`config.mk`:
```
export PLATFORM = sky130hd
export DESIGN_NAME = spi_command_queue_sequencer
export DESIGN_NICKNAME = d
export VERILOG_FILES = /design/src/scq_pkg.sv /design/src/scq_ram.sv /design/src/scq_poll_decode.sv /design/src/spi_command_queue_sequencer.sv
export SDC_FILE = /design/constraint.sdc
export NUM_CORES = 1
export LEC_CHECK = 0
export ABC_AREA = 1
export BUFFER_PORTS_ARGS = -buffer_cell sky130_fd_sc_hd__buf_4
export CORE_AREA = 2 2 414 416
export CTS_CLUSTER_DIAMETER = 150
export DETAILED_ROUTE_END_ITERATION = 8
export DIE_AREA = 0 0 416 418
export PLACE_DENSITY_LB_ADDON = 0.05
export SYNTH_ARGS = -nofsm -noshare
export SYNTH_HDL_FRONTEND = slang
export SYNTH_SLANG_ARGS = --single-unit
```
`constraint.sdc`:
```
create_clock -name clock -period 5.8 [get_ports clock]
set_clock_uncertainty 0.2 [all_clocks]
set_input_delay 0.29 -clock clock [delete_from_list [all_inputs] [get_ports clock]]
set_output_delay 0.29 -clock clock [all_outputs]
set_load 0.1 [all_outputs]
```
`src/scq_pkg.sv`:
```
// scq_pkg: shared types, codes and helpers for the spi command queue sequencer
// no dependencies; imported by scq_poll_decode and spi_command_queue_sequencer
package scq_pkg;

   localparam int QUEUE_DEPTH = 16;
   localparam int IDX_W       = (QUEUE_DEPTH > 1) ? $clog2(QUEUE_DEPTH) : 1;
   localparam int QLEN_W      = 8;

   // one queue entry as stored in the ring memory
   typedef struct packed {
      logic [3:0]  kind;
      logic [15:0] len;
      logic [31:0] addr;
      logic [7:0]  reps;
      logic        free_req;
   } entry_type;

   localparam int ENTRY_W = $bits(entry_type);

   typedef enum logic [1:0] {
      REQ_ENQUEUE  = 2'd0,
      REQ_POLL     = 2'd1,
      REQ_TICK     = 2'd2,
      REQ_COMPLETE = 2'd3
   } req_code_type;

   localparam logic [3:0] KIND_DATA     = 4'd0;
   localparam logic [3:0] KIND_COMMAND  = 4'd1;
   localparam logic [3:0] KIND_PLAIN    = 4'd2;
   localparam logic [3:0] KIND_DELAY    = 4'd3;
   localparam logic [3:0] KIND_RESET    = 4'd4;
   localparam logic [3:0] KIND_UNRESET  = 4'd5;
   localparam logic [3:0] KIND_SELECT   = 4'd6;
   localparam logic [3:0] KIND_DESELECT = 4'd7;

   localparam logic [2:0] STAT_IDLE        = 3'd0;
   localparam logic [2:0] STAT_DELAYING    = 3'd1;
   localparam logic [2:0] STAT_DELAY_ENDED = 3'd2;
   localparam logic [2:0] STAT_BUSY        = 3'd3;
   localparam logic [2:0] STAT_INVALID     = 3'd4;
   localparam logic [2:0] STAT_DELAY_BEGUN = 3'd5;
   localparam logic [2:0] STAT_XFER_BEGUN  = 3'd6;
   localparam logic [2:0] STAT_PIN_SET     = 3'd7;

   // pin level bit positions
   localparam int PIN_DC    = 0;
   localparam int PIN_CS_N  = 1;
   localparam int PIN_RST_N = 2;

   localparam int          CSR_IDX_W         = 1;
   localparam logic [0:0]  CSR_USE_SELECT    = 1'd0;
   localparam logic [0:0]  CSR_USE_RESET_PIN = 1'd1;

   typedef enum logic [1:0] {
      ST_IDLE = 2'b01,
      ST_EXEC = 2'b10
   } state_type;

   // what the head entry does when a poll takes it
   typedef struct packed {
      logic [2:0] status;
      logic       xfer;
      logic       delay;
      logic [2:0] pins;
   } poll_effect_type;

   function automatic logic [IDX_W-1:0] advance_idx(input logic [IDX_W-1:0] x);
      logic [IDX_W-1:0] nxt;
      nxt = (x == IDX_W'(QUEUE_DEPTH - 1)) ? '0 : x + IDX_W'(1);
      return nxt;
   endfunction

endpackage

```
`src/scq_ram.sv`:
```
// scq_ram: generic single write port ram with registered read
// no dependencies
module scq_ram #(
   parameter int WIDTH = 8,
   parameter int DEPTH = 16
) (
   input  logic                                      clock,
   input  logic                                      we,
   input  logic [((DEPTH > 1) ? $clog2(DEPTH) : 1)-1:0] waddr,
   input  logic [WIDTH-1:0]                          wdata,
   input  logic [((DEPTH > 1) ? $clog2(DEPTH) : 1)-1:0] raddr,
   output logic [WIDTH-1:0]                          rdata
);

   logic [WIDTH-1:0] mem [DEPTH];
   logic [WIDTH-1:0] rdata_ff;

   always_ff @(posedge clock) begin
      if (we) begin
         mem[waddr] <= wdata;
      end
      rdata_ff <= mem[raddr];
   end

   assign rdata = rdata_ff;

endmodule

```
`src/scq_poll_decode.sv`:
```
// scq_poll_decode: works out what the head entry does when a poll takes it
// depends on scq_pkg
module scq_poll_decode
   import scq_pkg::*;
(
   input  entry_type       entry,
   input  logic [2:0]      pins,
   input  logic            use_select,
   input  logic            use_reset_pin,
   output poll_effect_type effect
);

   always_comb begin
      effect        = '0;
      effect.pins   = pins;
      effect.status = STAT_INVALID;
      unique case (entry.kind)
         KIND_DATA: begin
            effect.pins[PIN_DC] = 1'b1;
            effect.xfer         = 1'b1;
            effect.status       = STAT_XFER_BEGUN;
         end
         KIND_COMMAND: begin
            effect.pins[PIN_DC] = 1'b0;
            effect.xfer         = 1'b1;
            effect.status       = STAT_XFER_BEGUN;
         end
         KIND_PLAIN: begin
            effect.xfer   = 1'b1;
            effect.status = STAT_XFER_BEGUN;
         end
         KIND_DELAY: begin
            effect.delay  = 1'b1;
            effect.status = STAT_DELAY_BEGUN;
         end
         KIND_RESET: begin
            if (use_reset_pin) effect.pins[PIN_RST_N] = 1'b0;
            effect.status = STAT_PIN_SET;
         end
         KIND_UNRESET: begin
            if (use_reset_pin) effect.pins[PIN_RST_N] = 1'b1;
            effect.status = STAT_PIN_SET;
         end
         KIND_SELECT: begin
            if (use_select) effect.pins[PIN_CS_N] = 1'b0;
            effect.status = STAT_PIN_SET;
         end
         KIND_DESELECT: begin
            if (use_select) effect.pins[PIN_CS_N] = 1'b1;
            effect.status = STAT_PIN_SET;
         end
         default: begin
            effect.status = STAT_INVALID;
         end
      endcase
   end

endmodule

```
`src/spi_command_queue_sequencer.sv`:
```
// spi_command_queue_sequencer: top level, ring queue control around the entry ram
// depends on scq_pkg, scq_ram, scq_poll_decode
//
// usage
// a request word (enqueue, poll, tick or transfer complete) is taken when start is
// high and busy is low. every request gives exactly one response word, shown on
// the rsp_ ports for one cycle with rsp_valid high; it cannot be held off.
// timing: the head entry is read from the entry ram in the accept cycle, the
// next cycle executes the request (read-modify-write of the repeat count, or
// the enqueue write) and busy is high. the response appears in the cycle after
// that, while a new request may already be accepted. the execute state is there
// because the read of the entry ram is registered.
// the line levels rsp_dc_level, rsp_cs_n, rsp_reset_n and rsp_queue_length
// follow the block state and hold between responses.
// csr_we writes use_select (index 0) or use_reset_pin (index 1) at once; write
// only while idle.
// reset (synchronous) empties the queue, clears delay and transfer state, sets
// all lines high and both enables to 1. ram contents are not cleared; only
// entries between head and tail are ever used.
module spi_command_queue_sequencer
   import scq_pkg::*;
(
   input  logic                 clock,
   input  logic                 reset,
   input  logic                 start,
   output logic                 busy,
   input  logic [1:0]           req_type,
   input  logic [3:0]           req_entry_type,
   input  logic [15:0]          req_length,
   input  logic [31:0]          req_address,
   input  logic [7:0]           req_repeats,
   input  logic                 req_should_free,
   output logic                 rsp_valid,
   output logic [2:0]           rsp_status,
   output logic                 rsp_enq_accepted,
   output logic                 rsp_xfer_start,
   output logic [31:0]          rsp_xfer_address,
   output logic [15:0]          rsp_xfer_length,
   output logic                 rsp_dc_level,
   output logic                 rsp_cs_n,
   output logic                 rsp_reset_n,
   output logic                 rsp_release_valid,
   output logic [31:0]          rsp_release_address,
   output logic [QLEN_W-1:0]    rsp_queue_length,
   input  logic                 csr_we,
   input  logic [CSR_IDX_W-1:0] csr_index,
   input  logic                 csr_wdata
);

   state_type        state_ff, state_in;
   logic [IDX_W-1:0] head_ff, head_in;
   logic [IDX_W-1:0] tail_ff, tail_in;
   logic             delaying_ff, delaying_in;
   logic [31:0]      delay_end_ff, delay_end_in;
   logic [31:0]      tick_now_ff, tick_now_in;
   logic             sending_ff, sending_in;
   logic             release_pending_ff, release_pending_in;
   logic [31:0]      cur_addr_ff, cur_addr_in;
   logic [2:0]       pins_ff, pins_in;
   logic             use_select_ff, use_reset_pin_ff;

   logic [1:0]       req_type_ff;
   entry_type        req_entry_ff;

   logic             rsp_valid_ff, rsp_valid_in;
   logic [2:0]       rsp_status_ff, rsp_status_in;
   logic             rsp_enq_ff, rsp_enq_in;
   logic             rsp_xfer_ff, rsp_xfer_in;
   logic [31:0]      rsp_xfer_addr_ff, rsp_xfer_addr_in;
   logic [15:0]      rsp_xfer_len_ff, rsp_xfer_len_in;
   logic             rsp_rel_ff, rsp_rel_in;
   logic [31:0]      rsp_rel_addr_ff, rsp_rel_addr_in;

   logic             mem_we;
   logic [IDX_W-1:0] mem_waddr;
   entry_type        mem_wdata;
   logic [ENTRY_W-1:0] mem_rdata;
   entry_type        front_entry;
   poll_effect_type  effect;

   logic             accept;
   logic [IDX_W-1:0] tail_next;
   logic [IDX_W:0]   waiting;

   assign accept      = start && (state_ff == ST_IDLE);
   assign busy        = (state_ff != ST_IDLE);
   assign front_entry = entry_type'(mem_rdata);
   assign tail_next   = advance_idx(tail_ff);

   // head is read during the accept cycle so the entry is there for execution
   scq_ram #(
      .WIDTH(ENTRY_W),
      .DEPTH(QUEUE_DEPTH)
   ) u_entry_ram (
      .clock(clock),
      .we   (mem_we),
      .waddr(mem_waddr),
      .wdata(mem_wdata),
      .raddr(head_ff),
      .rdata(mem_rdata)
   );

   scq_poll_decode u_decode (
      .entry        (front_entry),
      .pins         (pins_ff),
      .use_select   (use_select_ff),
      .use_reset_pin(use_reset_pin_ff),
      .effect       (effect)
   );

   always_comb begin
      logic go;
      logic [2:0] idle_code;
      state_in           = state_ff;
      head_in            = head_ff;
      tail_in            = tail_ff;
      delaying_in        = delaying_ff;
      delay_end_in       = delay_end_ff;
      tick_now_in        = tick_now_ff;
      sending_in         = sending_ff;
      release_pending_in = release_pending_ff;
      cur_addr_in        = cur_addr_ff;
      pins_in            = pins_ff;
      rsp_valid_in       = 1'b0;
      rsp_status_in      = STAT_IDLE;
      rsp_enq_in         = 1'b0;
      rsp_xfer_in        = 1'b0;
      rsp_xfer_addr_in   = '0;
      rsp_xfer_len_in    = '0;
      rsp_rel_in         = 1'b0;
      rsp_rel_addr_in    = '0;
      mem_we             = 1'b0;
      mem_waddr          = tail_ff;
      mem_wdata          = req_entry_ff;
      go                 = 1'b1;
      idle_code          = STAT_IDLE;

      unique case (state_ff)
         ST_IDLE: begin
            if (accept) state_in = ST_EXEC;
         end
         ST_EXEC: begin
            state_in     = ST_IDLE;
            rsp_valid_in = 1'b1;
            unique case (req_type_ff)
               REQ_ENQUEUE: begin
                  if (tail_next != head_ff) begin
                     mem_we     = 1'b1;
                     tail_in    = tail_next;
                     rsp_enq_in = 1'b1;
                  end
               end
               REQ_POLL: begin
                  if (delaying_ff) begin
                     if (delay_end_ff != tick_now_ff) begin
                        rsp_status_in = STAT_DELAYING;
                        go            = 1'b0;
                     end else begin
                        delaying_in = 1'b0;
                        idle_code   = STAT_DELAY_ENDED;
                     end
                  end
                  if (go) begin
                     if (sending_ff) begin
                        rsp_status_in = STAT_BUSY;
                     end else if (head_ff == tail_ff) begin
                        rsp_status_in = idle_code;
                     end else begin
                        rsp_status_in = effect.status;
                        pins_in       = effect.pins;
                        if (effect.xfer) begin
                           sending_in         = 1'b1;
                           cur_addr_in        = front_entry.addr;
                           release_pending_in = (front_entry.reps == 8'd0) &&
                                                front_entry.free_req;
                           rsp_xfer_in        = 1'b1;
                           rsp_xfer_addr_in   = front_entry.addr;
                           rsp_xfer_len_in    = front_entry.len;
                        end
                        if (effect.delay) begin
                           delaying_in  = 1'b1;
                           delay_end_in = tick_now_ff + 32'(front_entry.len);
                        end
                        // repeating entry stays at the head with one pass fewer
                        if (front_entry.reps == 8'd0) begin
                           head_in = advance_idx(head_ff);
                        end else begin
                           mem_we         = 1'b1;
                           mem_waddr      = head_ff;
                           mem_wdata      = front_entry;
                           mem_wdata.reps = front_entry.reps - 8'd1;
                        end
                     end
                  end
               end
               REQ_TICK: begin
                  tick_now_in = tick_now_ff + 32'd1;
               end
               REQ_COMPLETE: begin
                  if (sending_ff) begin
                     rsp_rel_in         = release_pending_ff;
                     rsp_rel_addr_in    = release_pending_ff ? cur_addr_ff : '0;
                     release_pending_in = 1'b0;
                     sending_in         = 1'b0;
                  end
               end
               default: begin
                  rsp_status_in = STAT_IDLE;
               end
            endcase
         end
         default: begin
            state_in = ST_IDLE;
         end
      endcase
   end

   always_ff @(posedge clock) begin
      if (reset) begin
         state_ff           <= ST_IDLE;
         head_ff            <= '0;
         tail_ff            <= '0;
         delaying_ff        <= 1'b0;
         delay_end_ff       <= '0;
         tick_now_ff        <= '0;
         sending_ff         <= 1'b0;
         release_pending_ff <= 1'b0;
         cur_addr_ff        <= '0;
         pins_ff            <= 3'b111;
         use_select_ff      <= 1'b1;
         use_reset_pin_ff   <= 1'b1;
         rsp_valid_ff       <= 1'b0;
      end else begin
         state_ff           <= state_in;
         head_ff            <= head_in;
         tail_ff            <= tail_in;
         delaying_ff        <= delaying_in;
         delay_end_ff       <= delay_end_in;
         tick_now_ff        <= tick_now_in;
         sending_ff         <= sending_in;
         release_pending_ff <= release_pending_in;
         cur_addr_ff        <= cur_addr_in;
         pins_ff            <= pins_in;
         rsp_valid_ff       <= rsp_valid_in;
         if (csr_we) begin
            unique case (csr_index)
               CSR_USE_SELECT:    use_select_ff    <= csr_wdata;
               CSR_USE_RESET_PIN: use_reset_pin_ff <= csr_wdata;
               default: begin
                  use_select_ff <= use_select_ff;
               end
            endcase
         end
      end
   end

   // request word and response payload
   always_ff @(posedge clock) begin
      if (accept) begin
         req_type_ff           <= req_type;
         req_entry_ff.kind     <= req_entry_type;
         req_entry_ff.len      <= req_length;
         req_entry_ff.addr     <= req_address;
         req_entry_ff.reps     <= req_repeats;
         req_entry_ff.free_req <= req_should_free;
      end
      rsp_status_ff    <= rsp_status_in;
      rsp_enq_ff       <= rsp_enq_in;
      rsp_xfer_ff      <= rsp_xfer_in;
      rsp_xfer_addr_ff <= rsp_xfer_addr_in;
      rsp_xfer_len_ff  <= rsp_xfer_len_in;
      rsp_rel_ff       <= rsp_rel_in;
      rsp_rel_addr_ff  <= rsp_rel_addr_in;
   end

   assign waiting = (tail_ff >= head_ff)
                  ? {1'b0, tail_ff} - {1'b0, head_ff}
                  : {1'b0, tail_ff} + (IDX_W + 1)'(QUEUE_DEPTH) - {1'b0, head_ff};

   assign rsp_valid           = rsp_valid_ff;
   assign rsp_status          = rsp_status_ff;
   assign rsp_enq_accepted    = rsp_enq_ff;
   assign rsp_xfer_start      = rsp_xfer_ff;
   assign rsp_xfer_address    = rsp_xfer_addr_ff;
   assign rsp_xfer_length     = rsp_xfer_len_ff;
   assign rsp_dc_level        = pins_ff[PIN_DC];
   assign rsp_cs_n            = pins_ff[PIN_CS_N];
   assign rsp_reset_n         = pins_ff[PIN_RST_N];
   assign rsp_release_valid   = rsp_rel_ff;
   assign rsp_release_address = rsp_rel_addr_ff;
   assign rsp_queue_length    = QLEN_W'(waiting);

   a_rsp_after_exec: assert property (@(posedge clock) disable iff (reset)
      rsp_valid_ff |-> $past(state_ff == ST_EXEC))
      else $error("response word without an executed request");

   a_accept_to_exec: assert property (@(posedge clock) disable iff (reset)
      accept |=> (state_ff == ST_EXEC))
      else $error("accepted request did not execute");

   a_xfer_status: assert property (@(posedge clock) disable iff (reset)
      (rsp_valid_ff && rsp_xfer_ff) |-> (rsp_status_ff == STAT_XFER_BEGUN))
      else $error("transfer started without transfer status");

   a_delay_xfer_excl: assert property (@(posedge clock) disable iff (reset)
      !(delaying_ff && sending_ff))
      else $error("delay and transfer active together");

   a_release_needs_send: assert property (@(posedge clock) disable iff (reset)
      release_pending_ff |-> sending_ff)
      else $error("release pending with no transfer running");

endmodule
```
# After elaboration in Yosys (flattened, before gate mapping)
# Memories as Yosys holds them, arrays and structs flattened. A register that Yosys moved wholly into a read port is not among the register bits.
# Index checks and enable logic that the tools add are counted.
# Widths: inputs -> output; s select.
[totals]
output_inout_bits = 99
wordCells = 166
ramBits = 976
n_memories = 1
reg_bits = 264
[memory_table]
columns = ["name", "words", "word_bits", "rd", "rd_clocked_by_memory_dff", "wr", "line_no", "rtl"]
rows = [
  ["u_entry_ram.mem", 16, 61, 1, 1, 1, "scq_ram.sv:15", "logic [WIDTH-1:0] mem [DEPTH];"],
]
[op_classes]
addsub = 8
bitwise = 8
n_lt_le_gt_ge = 1
n_mux = 63
eq_ne = 27
n_reduce_logical = 30
[ops]
columns = ["cell", "count"]
rows = [
  ["$mux 61", 6],
  ["$mux 1", 36],
  ["$add 32x1->32 const B", 1],
  ["$add 32x16->32", 1],
  ["$mux 4", 8],
  ["$ne 32x32->1", 1],
  ["$reduce_and 6->1", 4],
  ["$ne 2x2->1 const B", 9],
  ["$eq 4x3->1 const B", 4],
  ["$reduce_and 8->1", 2],
  ["$pmux 1 s2", 6],
  ["$reduce_and 2->1", 5],
  ["$mux 3", 3],
  ["$reduce_and 3->1", 3],
  ["$add 4x1->4 const B", 2],
  ["$eq 4x2->1 const B", 2],
  ["$eq 4x4->1 const B", 2],
  ["$logic_not 8->1", 1],
  ["$not 1->1", 8],
  ["$reduce_bool 2->1", 4],
  ["$reduce_or 4->1", 2],
  ["$sub 8x1->8 const B", 1],
  ["$reduce_and 7->1", 1],
  ["$eq 2x2->1 const B", 3],
  ["other kinds (19)", 22],
]

# Logic depth before layout (Yosys ltp)
[depth]
depth_word = 10
ltp_mapped = 17

# Modules after synthesis
# A second synthesis with hierarchy kept.
[hier_totals]
hier_cells = 5604
area_unflattened_um2 = 54951.5
[by_module_without_submodules]
columns = ["module", "instances", "cells_each", "seq_area_each_um2", "area_per_inst_um2"]
rows = [
  ["scq_ram", 1, 4014, 30529.3, 42818.6],
  ["spi_command_queue_sequencer", 1, 1561, 5915.7, 12004.0],
  ["scq_poll_decode", 1, 29, 0.0, 128.9],
]

# Worst setup path before layout
# OpenSTA, ideal clock, no wires.
[synth_path]
kind = "register to register"
from = "register tail_ff[0]"
to = "memory u_entry_ram.mem[12][0] (netlist name), enable pin"
stages_incl_launch_ff = 12
arrival_ps = 4916
setup_slack_ps = 204
period_less_slack_ps = 5596
path_cell_list = "dfxtp_1 -> inv_1 -> ha_1 -> inv_1 -> nor3_1 -> inv_1 -> nand2_1 -> inv_1 -> nand4_2 -> nand2_1 -> nand3_1 -> nor2_1"
[synth_via]
elab_chain_len = 8
[synth_rtl]
columns = ["item", "line_no", "rtl"]
rows = [
  ["start: declaration", "spi_command_queue_sequencer.sv:52", "logic [IDX_W-1:0] tail_ff, tail_in;"],
  ["start signal: assignment", "spi_command_queue_sequencer.sv:236", "tail_ff <= tail_in;"],
  ["$add 4x1->4, or another cell as far along", "scq_pkg.sv:69", "nxt = (x == IDX_W'(QUEUE_DEPTH - 1)) ? '0 : x + IDX_W'(1);"],
  ["$mux 4 / $mux 1 (equally long branches)", "scq_pkg.sv:69, spi_command_queue_sequencer.sv:166", ""],
  ["$ne 4x4->1 / $mux 1 (equally long branches)", "spi_command_queue_sequencer.sv:147, spi_command_queue_sequencer.sv:164", ""],
  ["$mux 1, on equally long branches", "spi_command_queue_sequencer.sv:147, spi_command_queue_sequencer.sv:163", ""],
  ["$pmux 1 s2", "spi_command_queue_sequencer.sv:145", "unique case (req_type_ff)"],
  ["$mux 1", "spi_command_queue_sequencer.sv:138", "unique case (state_ff)"],
  ["$mux 1", "scq_ram.sv:19", "if (we) begin"],
  ["$mux 1 (not written as such)", "scq_ram.sv:20", "mem[waddr] <= wdata;"],
  ["end: declaration", "scq_ram.sv:15", ""],
]
# Several ways; a longest one is shown, not always the timed one.

# Worst setup path after layout
[layout_path]
from = "register head_ff[1]"
to = "output port rsp_queue_length[4]"
[layout_via]
elab_chain_len = 2
[layout_rtl]
columns = ["item", "line_no", "rtl"]
rows = [
  ["start: declaration", "spi_command_queue_sequencer.sv:51", "logic [IDX_W-1:0] head_ff, head_in;"],
  ["start signal: assignment", "spi_command_queue_sequencer.sv:235", "head_ff <= head_in;"],
  ["$sub 5x4->5, or another cell as far along", "spi_command_queue_sequencer.sv:278", ": {1'b0, tail_ff} + (IDX_W + 1)'(QUEUE_DEPTH) - {1'b0, head_ff};"],
  ["$mux 5 (*)", "spi_command_queue_sequencer.sv:277", "? {1'b0, tail_ff} - {1'b0, head_ff}"],
  ["end: declaration", "spi_command_queue_sequencer.sv:44", "output logic [QLEN_W-1:0] rsp_queue_length,"],
]
# Mark *: on every way between the ends. The rest lies on a longest branch, timed or not.

==> out/metrics.yaml <==
syn_avg_cell_area_um2: 11.8
ir_drop_v: 0.000315
wl_per_cell_um: 23.3
grtUsageMet3_pct: 2.46
power_density_mw_per_mm2: 327
cts-root-buf: "clkbuf_16"
die_x_um: 416
rsz0062_at_grt: "no"
grt_util_met2_pct: 30.4
dieArea_mm2: 0.174
netlist_area_mm2: 0.0505
cp_max_fo: 148
cp-start-kind: "register"
yosys_warnings: 0
place_ws_ns: 1.70
nFillCells: 16700
nNetsFinal: 4644
cts_buffer_depth: 3
drive_gt1_share_pct: 11.1
grt_pass1_wl_um: 234000
cts_buffers: 154
final_cells: 6895
crit_family: "buffers and inverters"
grt_overflow: 0
n_antenna_cell: 0
slowest_delay_ns: 0.68
setup_viol: 0
yosys_register_bits: 1301
slowest_stage: "buf_12"
gp_congestion: 0.826
routed_wl_um: 160000
grt_pass1_vias: 33800
place_inst: 6486
cellLeakagePower_nw: 21.1
cp-startpoint: "head_ff[1]"
cpMostUsedCell: "buf_4"
synth-async-reset-ratio_pct: 0
path_cells: "buf_4 > buf_12 > fa_1 > nor2_1 > o21ai_0 > a21oi_1 > nor3_1 > buf_4"
grt_max_degree: 211
max_freq_mhz: 236
clkSinkCount: 1301
syn2layout_area_growth_pct: 20.1
start_util_pct: 29.8
cp-end-kind: "primary output"
dpl.hpwl_um: 83600
reg2reg_from: "head_ff[1]"
slew_violations: 0
drv_cap: 0
post-route-period-util_pct: 72.9
yosysSeqAreaShare_pct: 72.2
power_frac_comb_pct: 1.7
htree_levels: 4
min_path_type: "in2reg"
coreArea_mm2: 0.169
cts_resized: 0
p_seq_share_pct: 51.2
drtIter0Drc: 2112
synth_edf_count: 1039
clk_latency_ns: 0.79
slew_headroom_pct: 26.0
antenna_found_initial: 1
antenna_left: 0
clk_pin_slew_worst_paths_ns: 0.06
crit_arrival_ns: 3.74
fin_crit_ns: 4.23
outcome: "complete, no violations"
postSynthCellCount: 4265
power_switching_mw: 4.12
switching_share_pct: 20.8
worst_pin_slew_ns: 1.10
drt_pre_antenna_iters: 5
via_per_inst: 4.87
setup_tns_ns: 0
synth_cell_types: 48
via_count: 33600
die_y_um: 418
path_class: "reg2out"
crit_required_ns: 5.31
intPower_mw: 15.7
p_clk_share_pct: 47.1
ys.flop_type: "edfxtp_1"
ioPinCount: 168
grtUsageTotal_pct: 18.3
use_met1_pct: 24.8
hp-start: "req_address[14]"
post-route-drc-count: 0
rows: 151
path_buf_inv: 3
cts_tree: "built"
finalWorstSetupSlack_ns: 1.57
hold_viol: 0
p_total_mw: 19.8
io_buffers: 164
top_usage_layer: "met2"
[logic make-up after synthesis]
| kind of cell | synth area share, % |
|---|---|
| compound gates | 10.6 |
| xor+xnor | 1.02 |
| fa+ha+maj | 0.674 |
| buf+inv | 3.53 |
| flops | 72.2 |
| other cells | 0.00743 |
| simple gates | 11.9 |
[cells in the final DEF, fill, tap and decap left out, drive strengths merged, types with 30 or more instances in the layout]
cell type and n:
edfxtp 1039, o21ai 548, dfxtp 262, nand2 560, clkinv 45, xnor2 30
clkbuf 223, buf 251, o22ai 151, a21oi 111, inv 213, o221ai 94
nand3 197, nor2 653, dlygate4sd3 125
[state kept, by name (all words and copies together), names as in the netlist, 2 cells and up]
name,cells
rsp_xfer_address,32
rsp_release_address,32
head_ff,4
u_entry_ram.mem,976
cur_addr_ff,32
tick_now_ff,32
rsp_xfer_length,16
rsp_status,3
req_entry_ff,61
tail_ff,4
req_type_ff,2
pins_ff,3
u_entry_ram.rdata,61
delay_end_ff,32
state_ff,2
[per-stage QoR]
step	cell area, µm²	util [%]	hold WS, ns
4_1_cts	60600	35.8	0.00247
6_report	60600	35.8	0.0639
2_1_floorplan	50500	-	0.189
3_3_place_gp	54500	32.3	0.218
3_5_place_dp	54500	32.3	0.218
5_1_grt	60600	35.8	0.0317
[synthesized netlist by cell type, drive strengths merged (3+ instances only)]
cell type,count,area (µm²)
o221ai,94,823
xor2,29,254
o21ai,548,2740
o22ai,151,945
edfxtp,1039,31200
clkbuf,209,785
nand2,560,2120
nand3,197,991
nor3,27,140
nand3b,4,30.0
a21oi,111,556
o211ai,29,218
nor2,653,2490
xnor2,30,263
buf,41,226
nand4,28,181
inv,203,762
or2,3,18.8
ha,24,300
dfxtp,262,5250
[power by group through the flow]
stage	registers [mW]	logic, mW	clock network [mW]
finish	10.1	0.342	9.33
global route	10.1	0.381	9.98
CTS	10.1	0.354	9.66
detailed placement	10.3	0.286	0
global placement	10.3	0.288	0
floorplan	10.3	0.136	0
[what timing repair did]
action / 4_1_cts / 5_1_grt
hold buffers: 125 / 0
setup buffers: 0 / 0
endpoints found under the hold margin: 98 / 0
endpoints found under the setup margin: 0 / 0
[layer usage]
| metal | part of all wire (%) | wire, µm | up-vias |
|---|---|---|---|
| li1 | - | - | 15800 |
| met3 | 2.8 | 4490 | 206 |
| met5 | 0 | 0 | - |
| met4 | 2.5 | 3960 | 0 |
| met1 | 47 | 75100 | 17100 |
| met2 | 48 | 76800 | 501 |
[worst paths after layout]
kind	to	slack, ns	depth (start not counted)
max	rsp_queue_length[4]	1.57	8
min	req_entry_ff[23]	0.06	2
max reg2reg	u_entry_ram.mem[5][33]	1.71	12
min reg2reg	rsp_release_address[9]	0.22	2
[cell type report]
type	count	area [µm²]	area share (%)
Sequential cell	1301	36500	60.1
Tap cell	2218	2780	4.58
Multi-Input combinational cell	2511	12400	20.4
Clock buffer	223	4340	7.15
Inverter	205	792	1.31
Timing Repair Buffer	376	3370	5.57
Clock inverter	61	488	0.805
Power figures use the tool's default switching activity.
